--- config.mk ---
export PLATFORM = sky130hd
export DESIGN_NAME = http_chunked_body_decoder_unit
export DESIGN_NICKNAME = d
export VERILOG_FILES = /design/src/rtl/hcbd_pkg.sv /design/src/rtl/http_chunked_body_decoder_unit.sv /design/src/rtl/hcbd_core.sv /design/src/rtl/hcbd_res_queue.sv
export SDC_FILE = /design/constraint.sdc
export NUM_CORES = 1
export LEC_CHECK = 0
export BUFFER_PORTS_ARGS = -buffer_cell sky130_fd_sc_hd__buf_2
export CORE_ASPECT_RATIO = 0.6
export CORE_MARGIN = 2
export CORE_UTILIZATION = 40
export CTS_CLUSTER_SIZE = 12
export DETAILED_ROUTE_END_ITERATION = 16
export GPL_ROUTABILITY_DRIVEN = 0
export SLEW_MARGIN = 5
export SYNTH_ARGS = -nofsm -noshare
export SYNTH_HDL_FRONTEND = slang
export SYNTH_SLANG_ARGS = --single-unit
--- constraint.sdc ---
create_clock -name i_clk -period 8.25 [get_ports i_clk]
set_clock_uncertainty 0.05 [all_clocks]
set_input_delay 0.4125 -clock i_clk [delete_from_list [all_inputs] [get_ports i_clk]]
set_output_delay 0.4125 -clock i_clk [all_outputs]
set_load 0.05 [all_outputs]
--- src/rtl/hcbd_pkg.sv ---
// shared types, character codes and hex decode for the chunked body decoder
`timescale 1ns / 1ps

package hcbd_pkg;

    localparam logic [7:0] CHAR_CR = 8'h0d;
    localparam logic [7:0] CHAR_LF = 8'h0a;

    localparam int CAP_W   = 20;
    localparam int TOTAL_W = 32;

    localparam logic [CAP_W-1:0] CAP_RESET = 20'd65536;

    typedef enum logic [1:0] {
        PH_HEADER = 2'd0,
        PH_LINE   = 2'd1,
        PH_CHUNK  = 2'd2,
        PH_DONE   = 2'd3
    } t_phase;

    typedef enum logic [1:0] {
        ST_ZERO_CHUNK = 2'd0,
        ST_INPUT_END  = 2'd1,
        ST_LINE_LONG  = 2'd2
    } t_status;

    typedef enum logic {
        KIND_PAYLOAD = 1'b0,
        KIND_REPORT  = 1'b1
    } t_kind;

    typedef struct packed {
        logic                 kind;
        logic [7:0]           out_byte;
        logic [TOTAL_W-1:0]   total_count;
        logic [1:0]           end_status;
        logic                 last_of_run;
    } t_result;

    // up to two results per byte, second only ever a report
    typedef struct packed {
        logic    v0;
        logic    v1;
        t_result r0;
        t_result r1;
    } t_core_res;

    typedef struct packed {
        logic       ok;
        logic [3:0] val;
    } t_hex;

    function automatic t_hex hex_decode(input logic [7:0] b);
        t_hex h;
        h.ok  = 1'b1;
        h.val = 4'd0;
        if (b >= 8'h30 && b <= 8'h39) begin
            h.val = 4'(b - 8'h30);
        end else if (b >= 8'h61 && b <= 8'h66) begin
            h.val = 4'(b - 8'h57);
        end else if (b >= 8'h41 && b <= 8'h46) begin
            h.val = 4'(b - 8'h37);
        end else begin
            h.ok = 1'b0;
        end
        return h;
    endfunction

endpackage

--- src/rtl/http_chunked_body_decoder_unit.sv ---
// top level of the chunked transfer body decoder
`timescale 1ns / 1ps

// Takes a raw HTTP/1.1 response one byte per item and gives out the decoded chunked
// body. The header is skipped up to the first CR LF CR LF; each size line then gives a
// hex chunk size and that many following bytes come out as payload items (kind 0).
// Decoding ends with one report item (kind 1) carrying the saturating sum of declared
// chunk sizes and the reason: zero-size chunk or non-hex size line, end of input
// (is_last), or a size line with more than MAX_SIZE_DIGITS digits. After the report all
// bytes are accepted and dropped until reset. Payload beyond out_capacity bytes is
// consumed but not emitted. Rate: one byte per clock while the output side is ready;
// input stalls while the queue has fewer than two free entries. Each byte is decoded,
// with the state update, as it leaves the input register. Results go through a
// four-entry queue. Only the final byte can give two items (payload and report), so
// the output side keeps up at one item per clock. out_capacity is written through the
// cfg channel. The user must write it only while the block is idle; it is not enforced.

module http_chunked_body_decoder_unit #(
    parameter int MAX_SIZE_DIGITS = 8
) (
    input  logic                       i_clk,
    input  logic                       i_rst_n,
    // byte input channel
    input  logic                       i_in_valid,
    output logic                       o_in_ready,
    input  logic [7:0]                 i_data_byte,
    input  logic                       i_is_last,
    // result channel
    output logic                       o_out_valid,
    input  logic                       i_out_ready,
    output logic                       o_kind,
    output logic [7:0]                 o_out_byte,
    output logic [31:0]                o_total_count,
    output logic [1:0]                 o_end_status,
    output logic                       o_last_of_run,
    // configuration write channel
    input  logic                       i_cfg_valid,
    output logic                       o_cfg_ready,
    input  logic [hcbd_pkg::CAP_W-1:0] i_cfg_out_capacity
);
    import hcbd_pkg::*;

    // input register
    logic       r_in_valid;
    logic [7:0] r_in_byte;
    logic       r_in_last;

    logic      adv;
    logic      room;
    logic      done;
    logic [2:0] q_count;
    t_core_res core_res;
    t_result   head;

    // the held byte is decoded when the queue has room for two results
    assign adv         = r_in_valid && room;
    assign o_in_ready  = !r_in_valid || room;
    assign o_cfg_ready = 1'b1;

    always_ff @(posedge i_clk) begin
        if (!i_rst_n) begin
            r_in_valid <= 1'b0;
        end else if (o_in_ready) begin
            r_in_valid <= i_in_valid;
        end
    end

    always_ff @(posedge i_clk) begin
        if (o_in_ready && i_in_valid) begin
            r_in_byte <= i_data_byte;
            r_in_last <= i_is_last;
        end
    end

    hcbd_core #(
        .MAX_SIZE_DIGITS (MAX_SIZE_DIGITS)
    ) u_core (
        .i_clk     (i_clk),
        .i_rst_n   (i_rst_n),
        .i_adv     (adv),
        .i_byte    (r_in_byte),
        .i_last    (r_in_last),
        .i_cfg_we  (i_cfg_valid),
        .i_cfg_cap (i_cfg_out_capacity),
        .o_res     (core_res),
        .o_done    (done)
    );

    hcbd_res_queue u_queue (
        .i_clk   (i_clk),
        .i_rst_n (i_rst_n),
        .i_push  (adv),
        .i_res   (core_res),
        .i_pop   (i_out_ready),
        .o_valid (o_out_valid),
        .o_head  (head),
        .o_room  (room),
        .o_count (q_count)
    );

    assign o_kind        = head.kind;
    assign o_out_byte    = head.out_byte;
    assign o_total_count = head.total_count;
    assign o_end_status  = head.end_status;
    assign o_last_of_run = head.last_of_run;

`ifndef ASSERT_OFF
    // queue never overfills
    a_queue_bound: assert property (@(posedge i_clk) disable iff (!i_rst_n)
        q_count <= 3'd4)
        else $error("result queue overfilled");

    // nothing is produced once decoding has ended
    a_quiet_after_done: assert property (@(posedge i_clk) disable iff (!i_rst_n)
        done |-> !core_res.v0)
        else $error("result after end of decoding");

    // a second result only together with a first one, and it ends the run
    a_pair_shape: assert property (@(posedge i_clk) disable iff (!i_rst_n)
        core_res.v1 |-> (core_res.v0 && core_res.r0.kind == KIND_PAYLOAD
                         && core_res.r1.kind == KIND_REPORT))
        else $error("bad result pair");

    // a report always moves the decoder to its end
    a_report_ends: assert property (@(posedge i_clk) disable iff (!i_rst_n)
        (adv && core_res.v0 && core_res.r0.kind == KIND_REPORT) |=> done)
        else $error("report without end of decoding");
`endif

endmodule

--- src/rtl/hcbd_core.sv ---
// decode state and per-byte result logic of the chunked body decoder
`timescale 1ns / 1ps

module hcbd_core #(
    parameter int MAX_SIZE_DIGITS = 8
) (
    input  logic                       i_clk,
    input  logic                       i_rst_n,
    input  logic                       i_adv,
    input  logic [7:0]                 i_byte,
    input  logic                       i_last,
    input  logic                       i_cfg_we,
    input  logic [hcbd_pkg::CAP_W-1:0] i_cfg_cap,
    output hcbd_pkg::t_core_res        o_res,
    output logic                       o_done
);
    import hcbd_pkg::*;

    localparam int DCW = $clog2(MAX_SIZE_DIGITS + 1);

    t_phase             r_phase, n_phase;
    logic [1:0]         r_tm, n_tm;
    logic [31:0]        r_acc, n_acc;
    logic [DCW-1:0]     r_dc, n_dc;
    logic               r_he, n_he;
    logic               r_ne, n_ne;
    logic [31:0]        r_rem, n_rem;
    logic [TOTAL_W-1:0] r_total, n_total;
    logic [CAP_W-1:0]   r_written, n_written;
    logic [CAP_W-1:0]   r_cap;

    always_comb begin
        logic        fin;
        logic [1:0]  fin_st;
        logic        pay;
        logic        hit;
        logic [32:0] sum;
        t_hex        h;
        t_result     rp;
        t_result     rr;

        n_phase   = r_phase;
        n_tm      = r_tm;
        n_acc     = r_acc;
        n_dc      = r_dc;
        n_he      = r_he;
        n_ne      = r_ne;
        n_rem     = r_rem;
        n_total   = r_total;
        n_written = r_written;
        fin       = 1'b0;
        fin_st    = ST_INPUT_END;
        pay       = 1'b0;
        h         = hex_decode(i_byte);
        hit       = (i_byte == (r_tm[0] ? CHAR_LF : CHAR_CR));
        sum       = {1'b0, r_total} + {1'b0, r_acc};

        unique case (r_phase)
            PH_HEADER: begin
                if (hit) begin
                    if (r_tm == 2'd3) begin
                        n_phase = PH_LINE;
                        n_tm    = 2'd0;
                        n_acc   = '0;
                        n_dc    = '0;
                        n_he    = 1'b0;
                        n_ne    = 1'b0;
                    end else begin
                        n_tm = r_tm + 2'd1;
                    end
                end else begin
                    n_tm = (i_byte == CHAR_CR) ? 2'd1 : 2'd0;
                end
            end
            PH_LINE: begin
                if (r_tm[0]) begin
                    n_tm = 2'd0;
                    if (i_byte == CHAR_LF) begin
                        if (!r_ne) begin
                            n_acc = '0;
                            n_dc  = '0;
                            n_he  = 1'b0;
                        end else if (r_dc == '0 || r_acc == '0) begin
                            fin    = 1'b1;
                            fin_st = ST_ZERO_CHUNK;
                        end else begin
                            n_rem   = r_acc;
                            n_total = sum[32] ? '1 : sum[31:0];
                            n_phase = PH_CHUNK;
                        end
                    end else begin
                        // lone cr: line content, no more size digits
                        n_tm = (i_byte == CHAR_CR) ? 2'd1 : 2'd0;
                        n_ne = 1'b1;
                        n_he = 1'b1;
                    end
                end else if (i_byte == CHAR_CR) begin
                    n_tm = 2'd1;
                end else begin
                    n_ne = 1'b1;
                    if (!r_he) begin
                        if (!h.ok) begin
                            n_he = 1'b1;
                        end else if (r_dc >= DCW'(MAX_SIZE_DIGITS)) begin
                            fin    = 1'b1;
                            fin_st = ST_LINE_LONG;
                        end else begin
                            n_acc = {r_acc[27:0], h.val};
                            n_dc  = r_dc + DCW'(1);
                        end
                    end
                end
            end
            PH_CHUNK: begin
                if (r_written < r_cap) begin
                    pay       = 1'b1;
                    n_written = r_written + CAP_W'(1);
                end
                if (r_rem <= 32'd1) begin
                    n_rem   = '0;
                    n_phase = PH_LINE;
                    n_tm    = 2'd0;
                    n_acc   = '0;
                    n_dc    = '0;
                    n_he    = 1'b0;
                    n_ne    = 1'b0;
                end else begin
                    n_rem = r_rem - 32'd1;
                end
            end
            PH_DONE: begin
            end
            default: begin
            end
        endcase

        if (r_phase != PH_DONE && !fin && i_last) begin
            fin    = 1'b1;
            fin_st = ST_INPUT_END;
        end
        if (fin) begin
            n_phase = PH_DONE;
        end

        rp.kind        = KIND_PAYLOAD;
        rp.out_byte    = i_byte;
        rp.total_count = '0;
        rp.end_status  = ST_ZERO_CHUNK;
        rp.last_of_run = !fin;

        rr.kind        = KIND_REPORT;
        rr.out_byte    = 8'd0;
        rr.total_count = n_total;
        rr.end_status  = fin_st;
        rr.last_of_run = 1'b1;

        o_res.v0 = pay || fin;
        o_res.v1 = pay && fin;
        o_res.r0 = pay ? rp : rr;
        o_res.r1 = rr;
    end

    assign o_done = (r_phase == PH_DONE);

    always_ff @(posedge i_clk) begin
        if (!i_rst_n) begin
            r_phase   <= PH_HEADER;
            r_tm      <= '0;
            r_acc     <= '0;
            r_dc      <= '0;
            r_he      <= 1'b0;
            r_ne      <= 1'b0;
            r_rem     <= '0;
            r_total   <= '0;
            r_written <= '0;
            r_cap     <= CAP_RESET;
        end else begin
            if (i_cfg_we) begin
                r_cap <= i_cfg_cap;
            end
            if (i_adv) begin
                r_phase   <= n_phase;
                r_tm      <= n_tm;
                r_acc     <= n_acc;
                r_dc      <= n_dc;
                r_he      <= n_he;
                r_ne      <= n_ne;
                r_rem     <= n_rem;
                r_total   <= n_total;
                r_written <= n_written;
            end
        end
    end

endmodule

--- src/rtl/hcbd_res_queue.sv ---
// four-entry result queue, takes up to two results per cycle, gives one
`timescale 1ns / 1ps

module hcbd_res_queue (
    input  logic                i_clk,
    input  logic                i_rst_n,
    input  logic                i_push,
    input  hcbd_pkg::t_core_res i_res,
    input  logic                i_pop,
    output logic                o_valid,
    output hcbd_pkg::t_result   o_head,
    output logic                o_room,
    output logic [2:0]          o_count
);
    import hcbd_pkg::*;

    t_result    r_slot [4];
    logic [1:0] r_wr, r_rd;
    logic [2:0] r_count;
    logic       w0, w1;
    logic [1:0] wr1;

    assign w0      = i_push && i_res.v0;
    assign w1      = i_push && i_res.v1;
    assign wr1     = r_wr + 2'd1;
    assign o_valid = (r_count != 3'd0);
    assign o_head  = r_slot[r_rd];
    assign o_room  = (r_count <= 3'd2);
    assign o_count = r_count;

    always_ff @(posedge i_clk) begin
        for (int k = 0; k < 4; k++) begin
            if (w0 && r_wr == 2'(k)) begin
                r_slot[k] <= i_res.r0;
            end else if (w1 && wr1 == 2'(k)) begin
                r_slot[k] <= i_res.r1;
            end
        end
    end

    always_ff @(posedge i_clk) begin
        if (!i_rst_n) begin
            r_wr    <= '0;
            r_rd    <= '0;
            r_count <= '0;
        end else begin
            r_wr    <= r_wr + 2'({1'b0, w0} + {1'b0, w1});
            r_rd    <= r_rd + 2'(i_pop && o_valid);
            r_count <= r_count + 3'({1'b0, w0} + {1'b0, w1}) - 3'(i_pop && o_valid);
        end
    end

endmodule
* After elaboration in Yosys (flattened, before gate mapping)
Memories as Yosys holds them, arrays and structs flattened. A register that Yosys moved wholly into a read port is not among the register bits.
Index checks and enable logic that the tools add are counted.
** Word-level totals
- Register bits :: 163
- Bits in writable memories :: 176
- Bits of input ports :: 34
- Output and inout bits :: 47
- Logic and storage cells :: 253
- Memories :: 1
** Operators by class
- Add/subtract/negate cells :: 15
- Order comparisons :: 10
- Equal/unequal tests :: 36
- Muxes and demuxes :: 126
- Bitwise gates (word level) :: 4
- Reduce and logical (&&, ||, !) cells :: 44
** Memories
- u_queue.r_slot :: words 4, bits a word 44, read ports 1, clocked after memory_dff 1, write ports 2, line hcbd_res_queue.sv:17 : t_result r_slot [4];
** Operators by type and width (count)
- 32-bit 2-to-1 mux :: 21
- 44-bit 2-to-1 mux :: 7
- 32-bit case mux with 3 select lines :: 1
- 44-bit OR reduction :: 2
- 32-bit case mux with 2 select lines :: 1
- 2-bit 2-to-1 mux :: 26
- 4-bit 2-to-1 mux :: 13
- 1-bit 2-to-1 mux :: 51
- 32-bit by 32-bit adder with 33-bit output :: 1
- 32-bit by 1-bit <= comparator with 1-bit output (second input constant) :: 1
- 32-bit logical NOT :: 1
- 32-bit by 1-bit subtractor with 32-bit output (second input constant) :: 1
- 3-bit by 1-bit inequality test with 1-bit output (second input constant) :: 8
- 20-bit by 1-bit adder with 20-bit output (second input constant) :: 1
- 20-bit less-than comparator :: 1
- 1-bit logical AND :: 19
- 8-bit by 4-bit == test with 1-bit output (second input constant) :: 2
- 8-bit by 7-bit greater-or-equal comparator with 1-bit output (second input constant) :: 2
- 8-bit by 7-bit <= comparator with 1-bit output (second input constant) :: 2
- 7-bit AND reduction :: 2
- 2-bit == test (second input constant) :: 6
- 2-bit by 1-bit inequality test with 1-bit output (second input constant) :: 6
- 3-bit inequality test (second input constant) :: 4
- 2-bit case mux with 3 select lines :: 2
- other kinds (34) :: 54

* Logic depth before layout (Yosys ltp)
- Depth after elaboration :: 23
- Depth in mapped cells :: 16
- Depth with buffers taken out :: 16

* By module
A second synthesis with hierarchy kept.
** Unflattened totals
- Cell total of the unflattened synthesis :: 1817
- Area, all modules :: 19650.1 sq um
** By module, submodules not included
- hcbd_core :: times used 1, cells an instance 1325, area an instance 10070.9 sq um, seq. area each 2922.8 sq um
- hcbd_res_queue :: times used 1, cells an instance 475, area an instance 9232.6 sq um, seq. area each 5425.2 sq um
- http_chunked_body_decoder_unit :: times used 1, cells an instance 17, area an instance 346.6 sq um, seq. area each 290.3 sq um

* Least setup slack after synthesis
Ideal clock, no wire load.
- Kind :: flip-flop to flip-flop
- Start :: reg r_in_byte[0]
- End :: mem u_queue.r_slot[1][0] (netlist name) (enable)
- Setup time :: 0.500 ns
- Arrival time :: 5.162 ns
- Required time :: 7.700 ns
- Setup slack :: 2.538 ns
- Cell stages (with the launch flop) :: 12
- Path buffers :: 1
- Clock period less this slack :: 5.712 ns
- Path through :: edfxtp_1 inv_1 ha_1 o21bai_1 a21o_1 a21oi_1 a32oi_1 nand2_1 clkbuf_1 and2_1 o21ba_2 nor3_1
** RTL lines
- from (decl) :: line http_chunked_body_decoder_unit.sv:45 : logic [7:0] r_in_byte;
- from (signal assigned) :: line http_chunked_body_decoder_unit.sv:70 : r_in_byte <= i_data_byte;
- to (decl) :: line hcbd_res_queue.sv:17

* Final worst setup path
- Start :: reg r_in_byte[0]
- End :: reg u_queue.r_count[2] (netlist: u_queue.o_count[2])
** Between the ends
- Cells in the longest elaborated chain, start to end :: 19
- Elaborated cells between the ends (all ways) :: 31
- Those cells by class :: add/sub (3); order compare (6); eq/ne (2); mux (10); reduce/logical (10)
** Ends and longest elaborated chain
- 8-bit by 7-bit greater-or-equal comparator with 1-bit output or 8-bit by 7-bit <= comparator with 1-bit output (tied branches) :: line hcbd_pkg.sv:61 : end else if (b >= 8'h41 && b <= 8'h46) begin
- 1-bit logical AND :: line hcbd_pkg.sv:61
- 1-bit 2-to-1 mux :: line hcbd_pkg.sv:61
- 1-bit 2-to-1 mux :: line hcbd_pkg.sv:59 : end else if (b >= 8'h61 && b <= 8'h66) begin
- 1-bit 2-to-1 mux :: line hcbd_pkg.sv:57 : if (b >= 8'h30 && b <= 8'h39) begin
- 1-bit 2-to-1 mux :: line hcbd_core.sv:102 : if (!h.ok) begin
- 1-bit 2-to-1 mux :: line hcbd_core.sv:101 : if (!r_he) begin
- 1-bit 2-to-1 mux :: line hcbd_core.sv:97 : end else if (i_byte == CHAR_CR) begin
- [2 not listed]
- 1-bit logical NOT :: line hcbd_core.sv:137 : if (r_phase != PH_DONE && !fin && i_last) begin
- 1-bit logical AND (2 in a row) :: line hcbd_core.sv:137
- 1-bit 2-to-1 mux (*) :: line hcbd_core.sv:137
- 1-bit logical OR or 1-bit logical AND (tied branches) :: line hcbd_core.sv:157, hcbd_core.sv:158
- 1-bit logical AND, on equally long branches :: line hcbd_res_queue.sv:23, hcbd_res_queue.sv:24
- 1-bit by 1-bit adder with 2-bit output (*) :: line hcbd_res_queue.sv:49 : r_count <= r_count + 3'({1'b0, w0} + {1'b0, w1}) - 3'(i_pop && o_valid);
- 3-bit adder (*) :: line hcbd_res_queue.sv:49
- 3-bit by 1-bit subtractor with 3-bit output (*) :: line hcbd_res_queue.sv:49
- to (signal assigned) :: line hcbd_res_queue.sv:49
- to (decl) :: line hcbd_res_queue.sv:19 : logic [2:0] r_count;
Every way passes the cells marked *; elsewhere a longest branch is shown, timed or not.
A chain may end at the register's enable or synchronous reset.

==> metrics.md <==
| Metric | Value |
|---|---|
| TritonCTS Buffers | 37 |
| Proportion of layout cells with a drive suffix above 1 | 0.127 |
| R2R Setup Slk | 3.89 ns |
| Cell row count | 59 |
| Mapped cell area | 17300 µm² |
| Sequential fraction of the synthesis area | 0.493 |
| Detailed-route DRC error count | 0 |
| Syn Nets | 1812 |
| Hold_ws | between 0.05 and 0.06 ns |
| Post-synthesis cell count | about 1700 |
| Count of final setup violators | 0 |
| Largest net degree at the start of global routing | between 70 and 80 |
| First-pass GRT wire length | 73000 µm |
| RSZ-0062 raised after global routing | false |
| Pleak | 6.88 nW |
| Clock root buffer | clkbuf_16 |
| Num ports | 81 |
| Min-Delay Path Class | primary input to flop |
| Bufs on Longest Clock Path | 3 |
| Vias in the first global route | 12700 |
| Via density | 5.69 |
| Critical path launch point type | flop |
| N_diodes | 0 |
| Critical path, cell by cell | inv_1, ha_1, inv_1, o311ai_0, a21oi_1, a32oi_1, nand2_1, nor2_1, nor2_1, ha_1, inv_1, ha_1, fa_1, xnor2_1, xnor2_1, nor2_1 |
| Worst skew pair latency | 0.55 ns |
| Setup_tns | 0 ns |
| DR vias | 13400 |
| Yosys top cell area share | 0.303 |
| Postcts setup bufs | 0 |
| CTS tree | built |
| Post-layout util | 0.453 |
| Top FF cell, synth | edfxtp_1 |
| Initial DRC count | around 1400 |
| Status | complete, no violations |
| Power Total | 4.53 mW |
| Fin crit period | 4.36 ns |
| Post-synth cell types | 75 |
| Most common cell in the netlist | nor2_1 |
| Syn_area_per_cell | 10.2 µm² |
| Nets | roughly 1900 |
| Slew @ Worst Pin | around 1.3 ns |
| Reg-to-reg endpoint | u_queue.o_count[2] |
| Slowest CP cell | o311ai_0 |
| Die height | 165 µm |
| WL final | 46100 µm |
| Worst R2R Start | r_in_byte[0] |
| Dpl cells | around 2300 |
| Final Cycle Share | 0.529 |
| Setup crit start | r_in_byte[0] |
| Pwr dens | between 200 and 250 nW/µm² |
| GRT Total Usage | 0.205 |
| Fmax | 229 MHz |
| EDFF count, synth | approximately 180 |
| H-tree levels | 2 |
| Synth async-reset ratio | 0 |
| Crit path to | u_queue.o_count[2] |
| Core Footprint | 43000 µm² |
| Die X | approximately 270 µm |
| #FFs+latches synth | between 300 and 400 |
| CP max FO | 11 |
| # clock sinks | around 340 |
| Max transition margin | 0.146 |
| Max VDD drop | 0.236 mV |
| Kind of critical path | flop to flop |
| Hpwl dp | 30700 µm |
| Cell taking the most area after synthesis | edfxtp_1 |
| Final ANT Viol Nets | 0 |
| Yosys Warn Count | 0 |
| Worst Reg-to-Reg Cells | 16 |
| DR pass1 iterations | 5 |
| CTS clk-pin slew, worst paths | approximately 0.060 ns |
| Largest stage delay, worst path | 0.53 ns |
| WP data arrival | 4.70 ns |
| CP endpoint kind | flop |
| Die area | 45100 µm² |
| GRT Residual Overflow | 0 |
| Hold Vio Cnt, Final | 0 |
| Area Growth Syn to Fin | 12.5% |
| Worst hold path cell count | 3 |
| Buffers on Ports | 79 |
| Antenna violations before repair | 0 |
| Final max-slew violation count | 0 |
| Synth top area cells | edfxtp_1 (30%), dfxtp_1 (19%), mux4_2 (5.7%) |
| Commonest cells post-synth | nor2_1 (242), edfxtp_1 (175), dfxtp_1 (164), a21oi_1 (112), o21ai_0 (108) |
| Initial cell density of the core | 0.403 |
| Per-cell routed wire length | 19.6 µm |
| Final non-filler cell total | 2355 |
| Max-cap violations | 0 |
| CP required | 8.59 ns |
==> metal layers <==
| layer | GRT usage | wire length, µm | vias up |
|---|---|---|---|
| met4 | 0.0390 | 595 | 0 |
| met2 | 0.298 | 19500 | 414 |
| met5 | 0 | 0 | - |
| met1 | 0.318 | 23100 | 6538 |
| met3 | 0.0337 | 2970 | 48 |
| li1 | - | - | 6407 |
==> placed cells by master (no fill, tap or decap), drive strengths merged, types with 26 or more instances in the layout <==
master	netlist	layout
a211oi	38	38
a21oi	112	112
and2	35	35
buf	9	101
clkbuf	96	56
dfxtp	164	164
edfxtp	175	175
ha	70	70
inv	72	72
mux2i	28	28
mux4	44	44
nand2	90	90
nand3	39	39
nor2	242	242
nor3	37	37
o21ai	117	117
o2bb2ai	29	29
xnor2	26	26
==> cells by family (layout without fill, tap and decap cells) <==
logic type / after synthesis / count (layout) / share of synthesized area
AO/OA/AOI/OAI: 419 / 419 / 0.159
XOR/XNOR: 51 / 51 / 0.0258
adder cells (fa/ha/maj): 73 / 73 / 0.0540
buffers and inverters: 177 / 248 / 0.0389
flip-flops: 339 / 339 / 0.493
multiplexers: 73 / 73 / 0.0740
other: 1 / 1 / 0.000216
AND/OR/NAND/NOR: 572 / 572 / 0.156
==> what timing repair did <==
action	in CTS	in global routing
resized for setup	0	0
hold endpoints to repair	9	0
hold buffers	9	0
==> metrics by stage <==
step / setup slack [ns] / instance area (µm²)
after floorplan: 2.54 / 17300
after global placement: 4.02 / 18300
after detailed placement: 3.95 / 18300
after CTS: 3.92 / 19500
after global routing: 3.58 / 19500
final: 3.89 / 19500
==> critical path, delay by kind of cell (launching register included) <==
| kind | cells | cell delay (ns) |
|---|---|---|
| flip-flops | 1 | 0.51 |
| AND/OR/NAND/NOR | 4 | 0.81 |
| AO/OA/AOI/OAI | 3 | 1.11 |
| XOR/XNOR | 2 | 0.33 |
| buffers and inverters | 3 | 0.29 |
| adder cells (fa/ha/maj) | 4 | 1.12 |
==> where the power goes <==
group | internal, mW | total (mW) | switching, mW
clock network | 0.887 | 1.58 | 0.688
logic | 0.338 | 1.05 | 0.716
registers | 1.85 | 1.90 | 0.0471
total | 3.07 | 4.53 | 1.45
==> worst min-delay path by stage <==
stage	startpoint	to	slack (ns)
5_1_grt	i_cfg_out_capacity[16]	u_core.r_cap[16]	0.06
2_1_floorplan	u_queue.r_slot[2][0]	u_queue.r_slot[2][0]	0.39
6_report	i_cfg_out_capacity[19]	u_core.r_cap[19]	0.05
3_5_place_dp	u_core.r_rem[14]	u_core.r_rem[14]	0.42
4_1_cts	i_cfg_out_capacity[19]	u_core.r_cap[19]	0.03
3_3_place_gp	u_queue.r_slot[2][43]	u_queue.r_slot[2][43]	0.41
==> layout make-up <==
type,count,area (µm²)
fill,4059,23500
sequential,339,8540
multi-input combinational,1189,8200
clock buffer,56,1020
tap,579,724
timing repair buffer,110,651
inverter,72,270
clock inverter,10,90.1
==> flip-flops by register name, indices dropped and copies added, names as in the netlist <==
register / flops
u_queue.r_slot: 176
u_core.r_acc: 32
u_core.r_rem: 32
u_core.r_total: 32
u_core.r_cap: 20
u_core.r_written: 20
r_in_byte: 8
u_core.r_dc: 4
u_queue.o_count: 3
u_core.r_phase: 2
u_core.r_tm: 2
u_queue.r_rd: 2
u_queue.r_wr: 2
r_in_last: 1
r_in_valid: 1
u_core.r_he: 1
u_core.r_ne: 1
Power figures use the tool's default switching activity.
